===== src/hw/rtl/scfb_pkg.sv =====
package scfb_pkg;

  localparam int unsigned ByteW  = 8;
  localparam int unsigned AngleW = 16;
  localparam int unsigned TimeW  = 16;
  localparam int unsigned PosW   = 13;
  localparam int unsigned OffW   = 15;
  localparam int unsigned StepW  = 5;

  localparam logic [ByteW-1:0] HdrFirst   = 8'h12;
  localparam logic [ByteW-1:0] HdrSecond  = 8'h4C;
  localparam logic [ByteW-1:0] OpPing     = 8'h01;
  localparam logic [ByteW-1:0] OpRead     = 8'h02;
  localparam logic [ByteW-1:0] OpWrite    = 8'h03;
  localparam logic [ByteW-1:0] RegPosTime = 8'h2A;
  localparam logic [ByteW-1:0] RegPosNow  = 8'h38;
  localparam logic [ByteW-1:0] LenPing    = 8'h02;
  localparam logic [ByteW-1:0] LenSet     = 8'h07;
  localparam logic [ByteW-1:0] LenRead    = 8'h04;
  localparam logic [ByteW-1:0] ReadCount  = 8'h02;

  localparam logic signed [AngleW-1:0] AngleMax = 16'sd13500;
  localparam logic signed [AngleW-1:0] AngleMin = -16'sd13500;
  localparam logic [TimeW-1:0]         TimeMax  = 16'hFFFF;

  typedef enum logic [1:0] {
    CmdPing = 2'd0,
    CmdSet  = 2'd1,
    CmdRead = 2'd2,
    CmdRsvd = 2'd3
  } cmd_e;

  typedef enum logic [2:0] {
    SrcConst,
    SrcId,
    SrcPosHi,
    SrcPosLo,
    SrcTimeHi,
    SrcTimeLo,
    SrcCsum
  } src_e;

  typedef enum logic [1:0] {
    SeqNext,
    SeqDispatch,
    SeqJump,
    SeqEnd
  } seq_e;

  typedef logic [StepW-1:0] step_t;

  localparam step_t StepHdr   = 5'd0;
  localparam step_t StepPing  = 5'd3;
  localparam step_t StepSet   = 5'd5;
  localparam step_t StepRead  = 5'd12;
  localparam step_t StepCsum  = 5'd16;

  typedef struct packed {
    src_e             src;
    logic [ByteW-1:0] data;
    logic             sum_en;
    seq_e             seq;
    step_t            target;
    logic             last;
  } ctrl_word_t;

  function automatic ctrl_word_t cw(input src_e src, input logic [ByteW-1:0] data,
                                    input logic sum_en, input seq_e seq,
                                    input step_t target, input logic last);
    ctrl_word_t w;
    w.src    = src;
    w.data   = data;
    w.sum_en = sum_en;
    w.seq    = seq;
    w.target = target;
    w.last   = last;
    return w;
  endfunction

  // control store: header, id, dispatch to frame body, shared checksum step
  function automatic ctrl_word_t ucode_rom(input step_t pc);
    ctrl_word_t w;
    unique case (pc)
      5'd0:    w = cw(SrcConst,  HdrFirst,   1'b0, SeqNext,     StepHdr,  1'b0);
      5'd1:    w = cw(SrcConst,  HdrSecond,  1'b0, SeqNext,     StepHdr,  1'b0);
      5'd2:    w = cw(SrcId,     8'h00,      1'b1, SeqDispatch, StepHdr,  1'b0);
      5'd3:    w = cw(SrcConst,  LenPing,    1'b1, SeqNext,     StepHdr,  1'b0);
      5'd4:    w = cw(SrcConst,  OpPing,     1'b1, SeqJump,     StepCsum, 1'b0);
      5'd5:    w = cw(SrcConst,  LenSet,     1'b1, SeqNext,     StepHdr,  1'b0);
      5'd6:    w = cw(SrcConst,  OpWrite,    1'b1, SeqNext,     StepHdr,  1'b0);
      5'd7:    w = cw(SrcConst,  RegPosTime, 1'b1, SeqNext,     StepHdr,  1'b0);
      5'd8:    w = cw(SrcPosHi,  8'h00,      1'b1, SeqNext,     StepHdr,  1'b0);
      5'd9:    w = cw(SrcPosLo,  8'h00,      1'b1, SeqNext,     StepHdr,  1'b0);
      5'd10:   w = cw(SrcTimeHi, 8'h00,      1'b1, SeqNext,     StepHdr,  1'b0);
      5'd11:   w = cw(SrcTimeLo, 8'h00,      1'b1, SeqJump,     StepCsum, 1'b0);
      5'd12:   w = cw(SrcConst,  LenRead,    1'b1, SeqNext,     StepHdr,  1'b0);
      5'd13:   w = cw(SrcConst,  OpRead,     1'b1, SeqNext,     StepHdr,  1'b0);
      5'd14:   w = cw(SrcConst,  RegPosNow,  1'b1, SeqNext,     StepHdr,  1'b0);
      5'd15:   w = cw(SrcConst,  ReadCount,  1'b1, SeqJump,     StepCsum, 1'b0);
      5'd16:   w = cw(SrcCsum,   8'h00,      1'b0, SeqEnd,      StepHdr,  1'b1);
      default: w = cw(SrcCsum,   8'h00,      1'b0, SeqEnd,      StepHdr,  1'b1);
    endcase
    return w;
  endfunction

endpackage


===== src/hw/rtl/scfb_if.sv =====
interface scfb_cmd_if;
  import scfb_pkg::*;
  logic                     valid;
  logic                     ready;
  logic [1:0]               command;
  logic signed [AngleW-1:0] angle_centideg;
  logic [TimeW-1:0]         move_time_ms;

  modport source (output valid, output command, output angle_centideg,
                  output move_time_ms, input ready);
  modport sink   (input valid, input command, input angle_centideg,
                  input move_time_ms, output ready);
endinterface

interface scfb_frame_if;
  import scfb_pkg::*;
  logic             valid;
  logic             ready;
  logic [ByteW-1:0] frame_byte;
  logic             last_byte;

  modport source (output valid, output frame_byte, output last_byte, input ready);
  modport sink   (input valid, input frame_byte, input last_byte, output ready);
endinterface

interface scfb_cfg_if;
  import scfb_pkg::*;
  logic             valid;
  logic             ready;
  logic [ByteW-1:0] data;

  modport source (output valid, output data, input ready);
  modport sink   (input valid, input data, output ready);
endinterface


===== src/hw/rtl/servo_command_frame_builder.sv =====
// servo command frame builder
// cmd_i takes one request: ping, set position and time, or read position.
// frame_o returns the frame one byte per transfer, last_byte marks the
// checksum byte. cfg_i writes the servo id at any transfer; it is always ready.
// frames: ping 6 bytes, set 11 bytes, read 8 bytes. a reserved command code
// is taken and dropped without any output.
// a request is taken only while no frame is being built; it starts the
// sequencer at the header step, and each byte passes through the output
// register before it shows on frame_o. the step rate is set by the control
// store sequencer, which issues one byte per cycle into the output register
// unless the receiver stalls. a receiver stall holds the output register and
// freezes the sequencer; the byte is held stable until its transfer.
// the set angle goes through a three-stage scaler that finishes before the
// position bytes are reached.
// reset clears the servo id to zero, drops any frame in progress and
// empties the output register.
module servo_command_frame_builder (
  input  logic         clk_i,
  input  logic         rst_ni,
  scfb_cmd_if.sink     cmd_i,
  scfb_frame_if.source frame_o,
  scfb_cfg_if.sink     cfg_i
);
  import scfb_pkg::*;

  logic             busy_q;
  step_t            pc_q;
  step_t            pc_d;
  cmd_e             kind_q;
  logic [ByteW-1:0] servo_id_q;
  logic [ByteW-1:0] csum_q;
  logic [OffW-1:0]  offset_q;
  logic [TimeW-1:0] time_q;
  logic [PosW-1:0]  position;
  logic             out_valid_q;
  logic [ByteW-1:0] out_byte_q;
  logic             out_last_q;

  logic                     cmd_fire;
  logic                     start;
  logic                     step_fire;
  ctrl_word_t               ctrl;
  logic [ByteW-1:0]         step_byte;
  logic signed [AngleW-1:0] clamped;
  logic signed [AngleW:0]   off_full;
  logic [TimeW-1:0]         time_d;
  logic [15:0]              pos_ext;

  assign cmd_i.ready = !busy_q;
  assign cfg_i.ready = 1'b1;
  assign cmd_fire    = cmd_i.valid && cmd_i.ready;
  assign start       = cmd_fire && (cmd_e'(cmd_i.command) != CmdRsvd);
  assign step_fire   = busy_q && (!out_valid_q || frame_o.ready);
  assign ctrl        = ucode_rom(pc_q);
  assign pos_ext     = 16'(position);

  always_comb begin
    priority if (cmd_i.angle_centideg > AngleMax) begin
      clamped = AngleMax;
    end else if (cmd_i.angle_centideg < AngleMin) begin
      clamped = AngleMin;
    end else begin
      clamped = cmd_i.angle_centideg;
    end
    off_full = {clamped[AngleW-1], clamped} + (AngleW+1)'(AngleMax);
    time_d   = (cmd_i.move_time_ms[TimeW-1 -: 2] != 2'b00) ? TimeMax
             : {cmd_i.move_time_ms[TimeW-3:0], 2'b00};
  end

  always_comb begin
    unique case (ctrl.src)
      SrcConst:  step_byte = ctrl.data;
      SrcId:     step_byte = servo_id_q;
      SrcPosHi:  step_byte = pos_ext[15:8];
      SrcPosLo:  step_byte = pos_ext[7:0];
      SrcTimeHi: step_byte = time_q[15:8];
      SrcTimeLo: step_byte = time_q[7:0];
      SrcCsum:   step_byte = ~csum_q;
      default:   step_byte = ~csum_q;
    endcase
  end

  always_comb begin
    unique case (ctrl.seq)
      SeqNext: pc_d = pc_q + step_t'(1);
      SeqJump: pc_d = ctrl.target;
      SeqDispatch: begin
        unique case (kind_q)
          CmdPing: pc_d = StepPing;
          CmdSet:  pc_d = StepSet;
          default: pc_d = StepRead;
        endcase
      end
      SeqEnd:  pc_d = pc_q;
      default: pc_d = pc_q;
    endcase
  end

  scfb_pos_scale u_pos_scale (
    .clk_i      (clk_i),
    .offset_i   (offset_q),
    .position_o (position)
  );

  always_ff @(posedge clk_i or negedge rst_ni) begin
    if (!rst_ni) begin
      busy_q      <= 1'b0;
      pc_q        <= StepHdr;
      kind_q      <= CmdPing;
      csum_q      <= '0;
      servo_id_q  <= '0;
      out_valid_q <= 1'b0;
    end else begin
      if (cfg_i.valid && cfg_i.ready) begin
        servo_id_q <= cfg_i.data;
      end
      if (start) begin
        busy_q <= 1'b1;
        pc_q   <= StepHdr;
        kind_q <= cmd_e'(cmd_i.command);
        csum_q <= '0;
      end else if (step_fire) begin
        pc_q <= pc_d;
        if (ctrl.sum_en) begin
          csum_q <= csum_q + step_byte;
        end
        if (ctrl.seq == SeqEnd) begin
          busy_q <= 1'b0;
        end
      end
      if (step_fire) begin
        out_valid_q <= 1'b1;
      end else if (frame_o.ready) begin
        out_valid_q <= 1'b0;
      end
    end
  end

  always_ff @(posedge clk_i) begin
    if (start && (cmd_e'(cmd_i.command) == CmdSet)) begin
      offset_q <= off_full[OffW-1:0];
      time_q   <= time_d;
    end
    if (step_fire) begin
      out_byte_q <= step_byte;
      out_last_q <= ctrl.last;
    end
  end

  assign frame_o.valid      = out_valid_q;
  assign frame_o.frame_byte = out_byte_q;
  assign frame_o.last_byte  = out_last_q;

  a_last_ends_frame: assert property (@(posedge clk_i) disable iff (!rst_ni)
    (out_valid_q && out_last_q && busy_q) |-> (pc_q == StepHdr))
    else $error("next frame started while checksum byte still waiting");

  a_start_busy: assert property (@(posedge clk_i) disable iff (!rst_ni)
    start |=> (busy_q && pc_q == StepHdr))
    else $error("request taken but sequencer not started at header");

  a_pc_range: assert property (@(posedge clk_i) disable iff (!rst_ni)
    busy_q |-> (pc_q <= StepCsum))
    else $error("sequencer ran past the control store");

  a_hold_on_stall: assert property (@(posedge clk_i) disable iff (!rst_ni)
    (busy_q && out_valid_q && !frame_o.ready) |=> ($stable(pc_q) && $stable(csum_q)))
    else $error("sequencer advanced during receiver stall");

endmodule


===== src/hw/rtl/scfb_pos_scale.sv =====
module scfb_pos_scale (
  input  logic                         clk_i,
  input  logic [scfb_pkg::OffW-1:0]    offset_i,
  output logic [scfb_pkg::PosW-1:0]    position_o
);
  import scfb_pkg::*;

  // position = offset * 512 / 3375 via reciprocal and one correction step
  localparam int unsigned NumW    = OffW + 9;
  localparam int unsigned RecipW  = 21;
  localparam int unsigned ShiftK  = 32;
  localparam int unsigned ProdW   = NumW + RecipW;
  localparam int unsigned DivW    = 12;
  localparam int unsigned BackW   = PosW + DivW;
  localparam logic [RecipW-1:0] Recip   = 21'd1272582;
  localparam logic [DivW-1:0]   Divisor = 12'd3375;

  logic [NumW-1:0]  num;
  logic [ProdW-1:0] prod_q;
  logic [NumW-1:0]  num1_q;
  logic [NumW-1:0]  num2_q;
  logic [PosW-1:0]  qest_q;
  logic [BackW-1:0] back;
  logic [BackW-1:0] rem;
  logic [PosW-1:0]  pos_d;
  logic [PosW-1:0]  pos_q;

  assign num = {offset_i, 9'd0};

  always_comb begin
    back  = BackW'(qest_q) * BackW'(Divisor);
    rem   = BackW'(num2_q) - back;
    pos_d = (rem >= BackW'(Divisor)) ? qest_q + PosW'(1) : qest_q;
  end

  always_ff @(posedge clk_i) begin
    prod_q <= ProdW'(num) * ProdW'(Recip);
    num1_q <= num;
    qest_q <= prod_q[ShiftK +: PosW];
    num2_q <= num1_q;
    pos_q  <= pos_d;
  end

  assign position_o = pos_q;

endmodule

===== src/flat_wrapper.sv =====
// flat-port wrapper written by rule: the top's interface ports become plain ports
module servo_command_frame_builder_flat import scfb_pkg::*;
  (clk_i, rst_ni, cmd_i_valid, cmd_i_command, cmd_i_angle_centideg, cmd_i_move_time_ms, cmd_i_ready, frame_o_valid, frame_o_frame_byte, frame_o_last_byte, frame_o_ready, cfg_i_valid, cfg_i_data, cfg_i_ready);
  scfb_cmd_if cmd_i_i ();
  scfb_frame_if frame_o_i ();
  scfb_cfg_if cfg_i_i ();
  input  logic clk_i;
  input  logic rst_ni;
  input wire logic [$bits(cmd_i_i.valid)-1:0] cmd_i_valid;
  input wire logic [$bits(cmd_i_i.command)-1:0] cmd_i_command;
  input wire logic [$bits(cmd_i_i.angle_centideg)-1:0] cmd_i_angle_centideg;
  input wire logic [$bits(cmd_i_i.move_time_ms)-1:0] cmd_i_move_time_ms;
  output wire logic [$bits(cmd_i_i.ready)-1:0] cmd_i_ready;
  output wire logic [$bits(frame_o_i.valid)-1:0] frame_o_valid;
  output wire logic [$bits(frame_o_i.frame_byte)-1:0] frame_o_frame_byte;
  output wire logic [$bits(frame_o_i.last_byte)-1:0] frame_o_last_byte;
  input wire logic [$bits(frame_o_i.ready)-1:0] frame_o_ready;
  input wire logic [$bits(cfg_i_i.valid)-1:0] cfg_i_valid;
  input wire logic [$bits(cfg_i_i.data)-1:0] cfg_i_data;
  output wire logic [$bits(cfg_i_i.ready)-1:0] cfg_i_ready;
  assign cmd_i_i.valid = cmd_i_valid;
  assign cmd_i_i.command = cmd_i_command;
  assign cmd_i_i.angle_centideg = cmd_i_angle_centideg;
  assign cmd_i_i.move_time_ms = cmd_i_move_time_ms;
  assign cmd_i_ready = cmd_i_i.ready;
  assign frame_o_valid = frame_o_i.valid;
  assign frame_o_frame_byte = frame_o_i.frame_byte;
  assign frame_o_last_byte = frame_o_i.last_byte;
  assign frame_o_i.ready = frame_o_ready;
  assign cfg_i_i.valid = cfg_i_valid;
  assign cfg_i_i.data = cfg_i_data;
  assign cfg_i_ready = cfg_i_i.ready;
  servo_command_frame_builder u_core (.clk_i(clk_i), .rst_ni(rst_ni), .cmd_i(cmd_i_i), .frame_o(frame_o_i), .cfg_i(cfg_i_i));
endmodule

===== config.mk =====
export PLATFORM = sky130hd
export DESIGN_NAME = servo_command_frame_builder_flat
export DESIGN_NICKNAME = d
export VERILOG_FILES = /design/src/hw/rtl/scfb_pkg.sv /design/src/hw/rtl/scfb_if.sv /design/src/hw/rtl/servo_command_frame_builder.sv /design/src/hw/rtl/scfb_pos_scale.sv /design/src/flat_wrapper.sv
export SDC_FILE = /design/constraint.sdc
export NUM_CORES = 1
export LEC_CHECK = 0
export CAP_MARGIN = 10
export CORE_MARGIN = 4
export CORE_UTILIZATION = 45
export CTS_CLUSTER_DIAMETER = 150
export DETAILED_ROUTE_END_ITERATION = 10
export DONT_BUFFER_PORTS = 1
export PLACE_DENSITY = 0.64
export RECOVER_POWER = 100
export SYNTH_ARGS = -nofsm -noshare
export SYNTH_HDL_FRONTEND = slang
export SYNTH_SLANG_ARGS = --single-unit

===== constraint.sdc =====
create_clock -name clk_i -period 6.7 [get_ports clk_i]
set_input_delay 0.67 -clock clk_i [delete_from_list [all_inputs] [get_ports clk_i]]
set_output_delay 0.67 -clock clk_i [all_outputs]
set_load 0.01 [all_outputs]

==> results by group <==
Run status
  • Outcome: complete, but fails checks
  • Failing checks: max-capacitance violations, max-slew violations

Finish
  • Ratio of cells with drive above 1 in the final layout: 4.83%
  • Core utilization of the finished layout: 49.2%
  • Top library cells by usage in the layout, fill and taps aside: 309 x sky130_fd_sc_hd__inv_1, 261 x sky130_fd_sc_hd__ha_1, 156 x sky130_fd_sc_hd__fa_1
  • Most common cell after layout, fill and taps aside: sky130_fd_sc_hd__inv_1
  • Diodes inserted: 0
  • Synth-to-layout area growth: 7.15%
  • Final layout net count: 1879

Clocking
  • H-tree levels: 4
  • Clk Tree Root Cell: sky130_fd_sc_hd__clkbuf_16
  • Number of buffers created by CTS: 17
  • Setup repair bufs after CTS: 0
  • Buffers from clock root to sink, at most: 2
  • Sinks on Clock Net: 133
  • Clock tree from TritonCTS: yes
  • Insertion delay of the later-clocked pin in the worst-skew pair: 430 ps
  • Post-CTS clock slew at the launch and capture registers of the worst setup and hold paths: 70 ps

Floorplan
  • IO Pins: 59
  • Total core area: 30800 µm²
  • Die boundary width: 185 µm
  • Number of cell rows: 64
  • Die Span Y: 185 µm
  • Die Area: 34400 µm²
  • Initial Utilization: 46.0%

Setup path
  • Critical R2R Launch: u_core.u_pos_scale.qest_q[5]$_DFF_P_
  • Slowest cell on the critical path: sky130_fd_sc_hd__dfxtp_1
  • Family of cells with the greatest summed delay on the critical path: adder cells
  • Number of cells traversed by the worst register-to-register path: 18
  • Critical Path Sink Type: register
  • Crit Path Class: reg2reg
  • Data required time at the worst endpoint: 7050 ps
  • Sort of element at the start of the critical path: register
  • Cell breakdown of the critical path: inv_1, ha_1, fa_1, inv_1, fa_1, fa_1, fa_1, ha_1, and3_1, nand2_1, a211o_1, a211oi_1, nor2_1, xnor2_1, nor4_1, nand4_4, nand4_1, xnor2_1
  • Max FO, Critical Path: 15
  • Number of buffers and inverters on the critical path: 2
  • Minimum setup slack among reg-to-reg paths: 600 ps
  • Most frequent cell on the critical path: sky130_fd_sc_hd__fa_1
  • Data arrival time at the worst-slack endpoint: 6460 ps
  • Worst reg2reg endpoint: u_core.u_pos_scale.position_o[11]$_DFF_P_
  • Largest stage delay on the critical path: 580 ps

Logic synthesis
  • Simple-gate area share of the yosys netlist: 8.81%
  • Syn Inst Count: 1410
  • Portion of netlist area occupied by mux cells: 2.15%
  • Number of synthesized flops with an enable pin: 39
  • Sequential area share after synthesis: 22.4%
  • Post-synthesis area per instance: 10.0 µm²
  • Largest family of logic cells by synthesized area: adder cells
  • Total standard cell area after synthesis: 14200 µm²
  • Post-synth top area share: 23.0%
  • Post-synthesis net count: 1874
  • Post-Synth XOR/XNOR Area: 2.91%
  • Cell accounting for the most synthesized area: sky130_fd_sc_hd__ha_1
  • Yosys cell types: 76
  • Share of the synthesized area in compound gates (AO/OA/AOI/OAI): 9.58%
  • Number of synthesis warnings: 0
  • Post-synthesis share of cell area spent on full adders, half adders and majority gates: 45.1%
  • Most instantiated flip-flop cell in the synthesis netlist: sky130_fd_sc_hd__dfxtp_1
  • Number of synthesized register bits: 133
  • Largest cells by area after synthesis: sky130_fd_sc_hd__ha_1 23%, sky130_fd_sc_hd__fa_1 22%, sky130_fd_sc_hd__dfxtp_1 9.7%
  • Synth async-reset ratio: 18.8%

Placed design
  • Port bufs: 0
  • Pre-CTS WS: 365 ps
  • Final HPWL DP: 25200 µm
  • Global placement routability congestion: 0.933

Timing
  • Final period util: 91.1%
  • Final total negative setup slack: 0 ps
  • Setup WS post-layout: 597 ps
  • Setup repair after global routing missed its margin: no
  • Headroom to the max-slew limit: -13.8%
  • Final-report setup violation count: 0
  • Number of hold-slack violations in the final timing report: 0
  • Worst Max-Slew Pin Slew: 1710 ps
  • Fin. max-slew vios: 32
  • Final critical path time including I/O delays and setup: 6100 ps
  • Peak clock frequency supported by timing: 164 MHz
  • Worst clock skew: 11.0 ps

Min path
  • Hold Crit Endpoint: u_core.u_pos_scale.num2_q[23]$_DFF_P_
  • Hold/Removal Path Class: reg2reg
  • Number of cells on the worst hold path: 0
  • Startpoint of the worst hold path: u_core.u_pos_scale.num1_q[23]$_DFF_P_

Routing
  • Post-detailed-route count of antenna-violating nets: 0
  • Routed WL: 30400 µm
  • DR vias: 9584
  • Drt initial violations: 577
  • Ratio of routed vias to standard cells: 5.25
  • First-pass detailed-route iteration total: 7
  • Routed wirelength normalized by instance count: 16.7 µm
  • Detailed-route DRC error count: 0

Global route
  • Overall fraction of global-route tracks in use: 18.3%
  • Number of global-route vias before repair: 9912
  • Global-route wire length before repair: 50400 µm
  • Maximum number of pins on one net before global-route repair: 32
  • Antenna violations before repair: 0
  • Global route total overflow: 0

Run
  • Max cap viols: 2
-- registers in the layout (all words and copies together), names as in the netlist, 13 cells and up --
| signal | cells |
|---|---|
| u_core.offset_q | 15 |
| u_core.time_q | 15 |
| u_core.u_pos_scale.num1_q | 15 |
| u_core.u_pos_scale.num2_q | 15 |
| u_core.u_pos_scale.position_o | 13 |
| u_core.u_pos_scale.prod_q | 13 |
| u_core.u_pos_scale.qest_q | 13 |
-- worst register-to-register path: stages (launching register included) --
cell,delay [ps]
sky130_fd_sc_hd__dfxtp_1,580
sky130_fd_sc_hd__inv_1,260
sky130_fd_sc_hd__ha_1,370
sky130_fd_sc_hd__fa_1,540
sky130_fd_sc_hd__inv_1,50
sky130_fd_sc_hd__fa_1,470
sky130_fd_sc_hd__fa_1,540
sky130_fd_sc_hd__fa_1,420
sky130_fd_sc_hd__ha_1,420
sky130_fd_sc_hd__and3_1,290
sky130_fd_sc_hd__nand2_1,80
sky130_fd_sc_hd__a211o_1,280
sky130_fd_sc_hd__a211oi_1,340
sky130_fd_sc_hd__nor2_1,100
sky130_fd_sc_hd__xnor2_1,130
sky130_fd_sc_hd__nor4_1,450
sky130_fd_sc_hd__nand4_4,350
sky130_fd_sc_hd__nand4_1,230
sky130_fd_sc_hd__xnor2_1,130
-- how the worst max path moves through the flow --
stage / start / endpoint / depth (start not counted)
global route: u_core.u_pos_scale.qest_q[6]$_DFF_P_ / u_core.u_pos_scale.position_o[5]$_DFF_P_ / 21
floorplan: u_core.u_pos_scale.qest_q[8]$_DFF_P_ / u_core.u_pos_scale.position_o[10]$_DFF_P_ / 22
global placement: u_core.u_pos_scale.qest_q[5]$_DFF_P_ / u_core.u_pos_scale.position_o[11]$_DFF_P_ / 18
detailed placement: u_core.u_pos_scale.qest_q[5]$_DFF_P_ / u_core.u_pos_scale.position_o[6]$_DFF_P_ / 18
CTS: u_core.u_pos_scale.qest_q[5]$_DFF_P_ / u_core.u_pos_scale.position_o[11]$_DFF_P_ / 18
finish: u_core.u_pos_scale.qest_q[5]$_DFF_P_ / u_core.u_pos_scale.position_o[11]$_DFF_P_ / 18
-- what timing repair did --
item / in CTS / in global routing
hold buffers: 1 / 0
resized for setup: 0 / 1
endpoints found under the hold margin: 25 / 0
endpoints found under the setup margin: 0 / 6
-- synth_stat cells, types with 5 or more instances --
cell type                  number
sky130_fd_sc_hd__nand2b_1      10
sky130_fd_sc_hd__o21bai_1       9
sky130_fd_sc_hd__xnor2_1       33
sky130_fd_sc_hd__nor3_1        15
sky130_fd_sc_hd__mux2i_1       17
sky130_fd_sc_hd__a31oi_1       10
sky130_fd_sc_hd__a21o_1        18
sky130_fd_sc_hd__a211o_1        5
sky130_fd_sc_hd__edfxtp_1      39
sky130_fd_sc_hd__ha_1         261
sky130_fd_sc_hd__a31o_2         5
sky130_fd_sc_hd__dfxtp_1       69
sky130_fd_sc_hd__mux2_2        11
sky130_fd_sc_hd__nor2b_1        8
sky130_fd_sc_hd__a21oi_1       58
sky130_fd_sc_hd__xor2_1        14
sky130_fd_sc_hd__nor2_1        51
sky130_fd_sc_hd__or2_2          6
sky130_fd_sc_hd__o21a_1         6
sky130_fd_sc_hd__inv_1        309
sky130_fd_sc_hd__nand4_1       11
sky130_fd_sc_hd__and3_1        11
sky130_fd_sc_hd__dfrtp_1       25
sky130_fd_sc_hd__nand2_1       56
sky130_fd_sc_hd__or3_1         17
sky130_fd_sc_hd__clkbuf_1      23
sky130_fd_sc_hd__nand3_1       25
sky130_fd_sc_hd__fa_1         156
sky130_fd_sc_hd__o21ai_0       38
sky130_fd_sc_hd__a211oi_1       8
sky130_fd_sc_hd__and2_1         5
sky130_fd_sc_hd__o22ai_1        5
-- cell type report --
class	instances	area [µm²]
Sequential cell	133	3180
Timing Repair Buffer	13	86.3
Clock buffer	18	450
Tap cell	396	495
Fill cell	2813	15600
Clock inverter	14	126
Inverter	309	1160
Multi-Input combinational cell	941	9690
-- per-layer routing --
metal / routed length [µm] / up-vias / GRT usage [%] / share of wire [%]
met5: 0 / - / 0 / 0
met4: 612 / 0 / 4.52 / 2.0
met3: 925 / 48 / 2.89 / 3.0
met2: 14800 / 195 / 30.4 / 49
met1: 14000 / 4694 / 25.3 / 46
li1: - / 4647 / - / -
-- cells by family after synthesis --
kind of cell | after synthesis
simple gates | 240
buf+inv | 336
flops | 133
compound gates | 207
other cells | 1
fa+ha+maj | 417
mux | 29
xor+xnor | 47
-- through the flow --
step	hold WS [ps]	area, µm²	instances
after floorplan	310	14200	1410
after global placement	311	14600	1791
after detailed placement	312	14600	1791
after CTS	45.7	15200	1824
after global routing	333	15200	1824
final	323	15200	1824
Power is not shown: default switching activity piles up to over one toggle a cycle in this logic, so the estimate is an artifact.
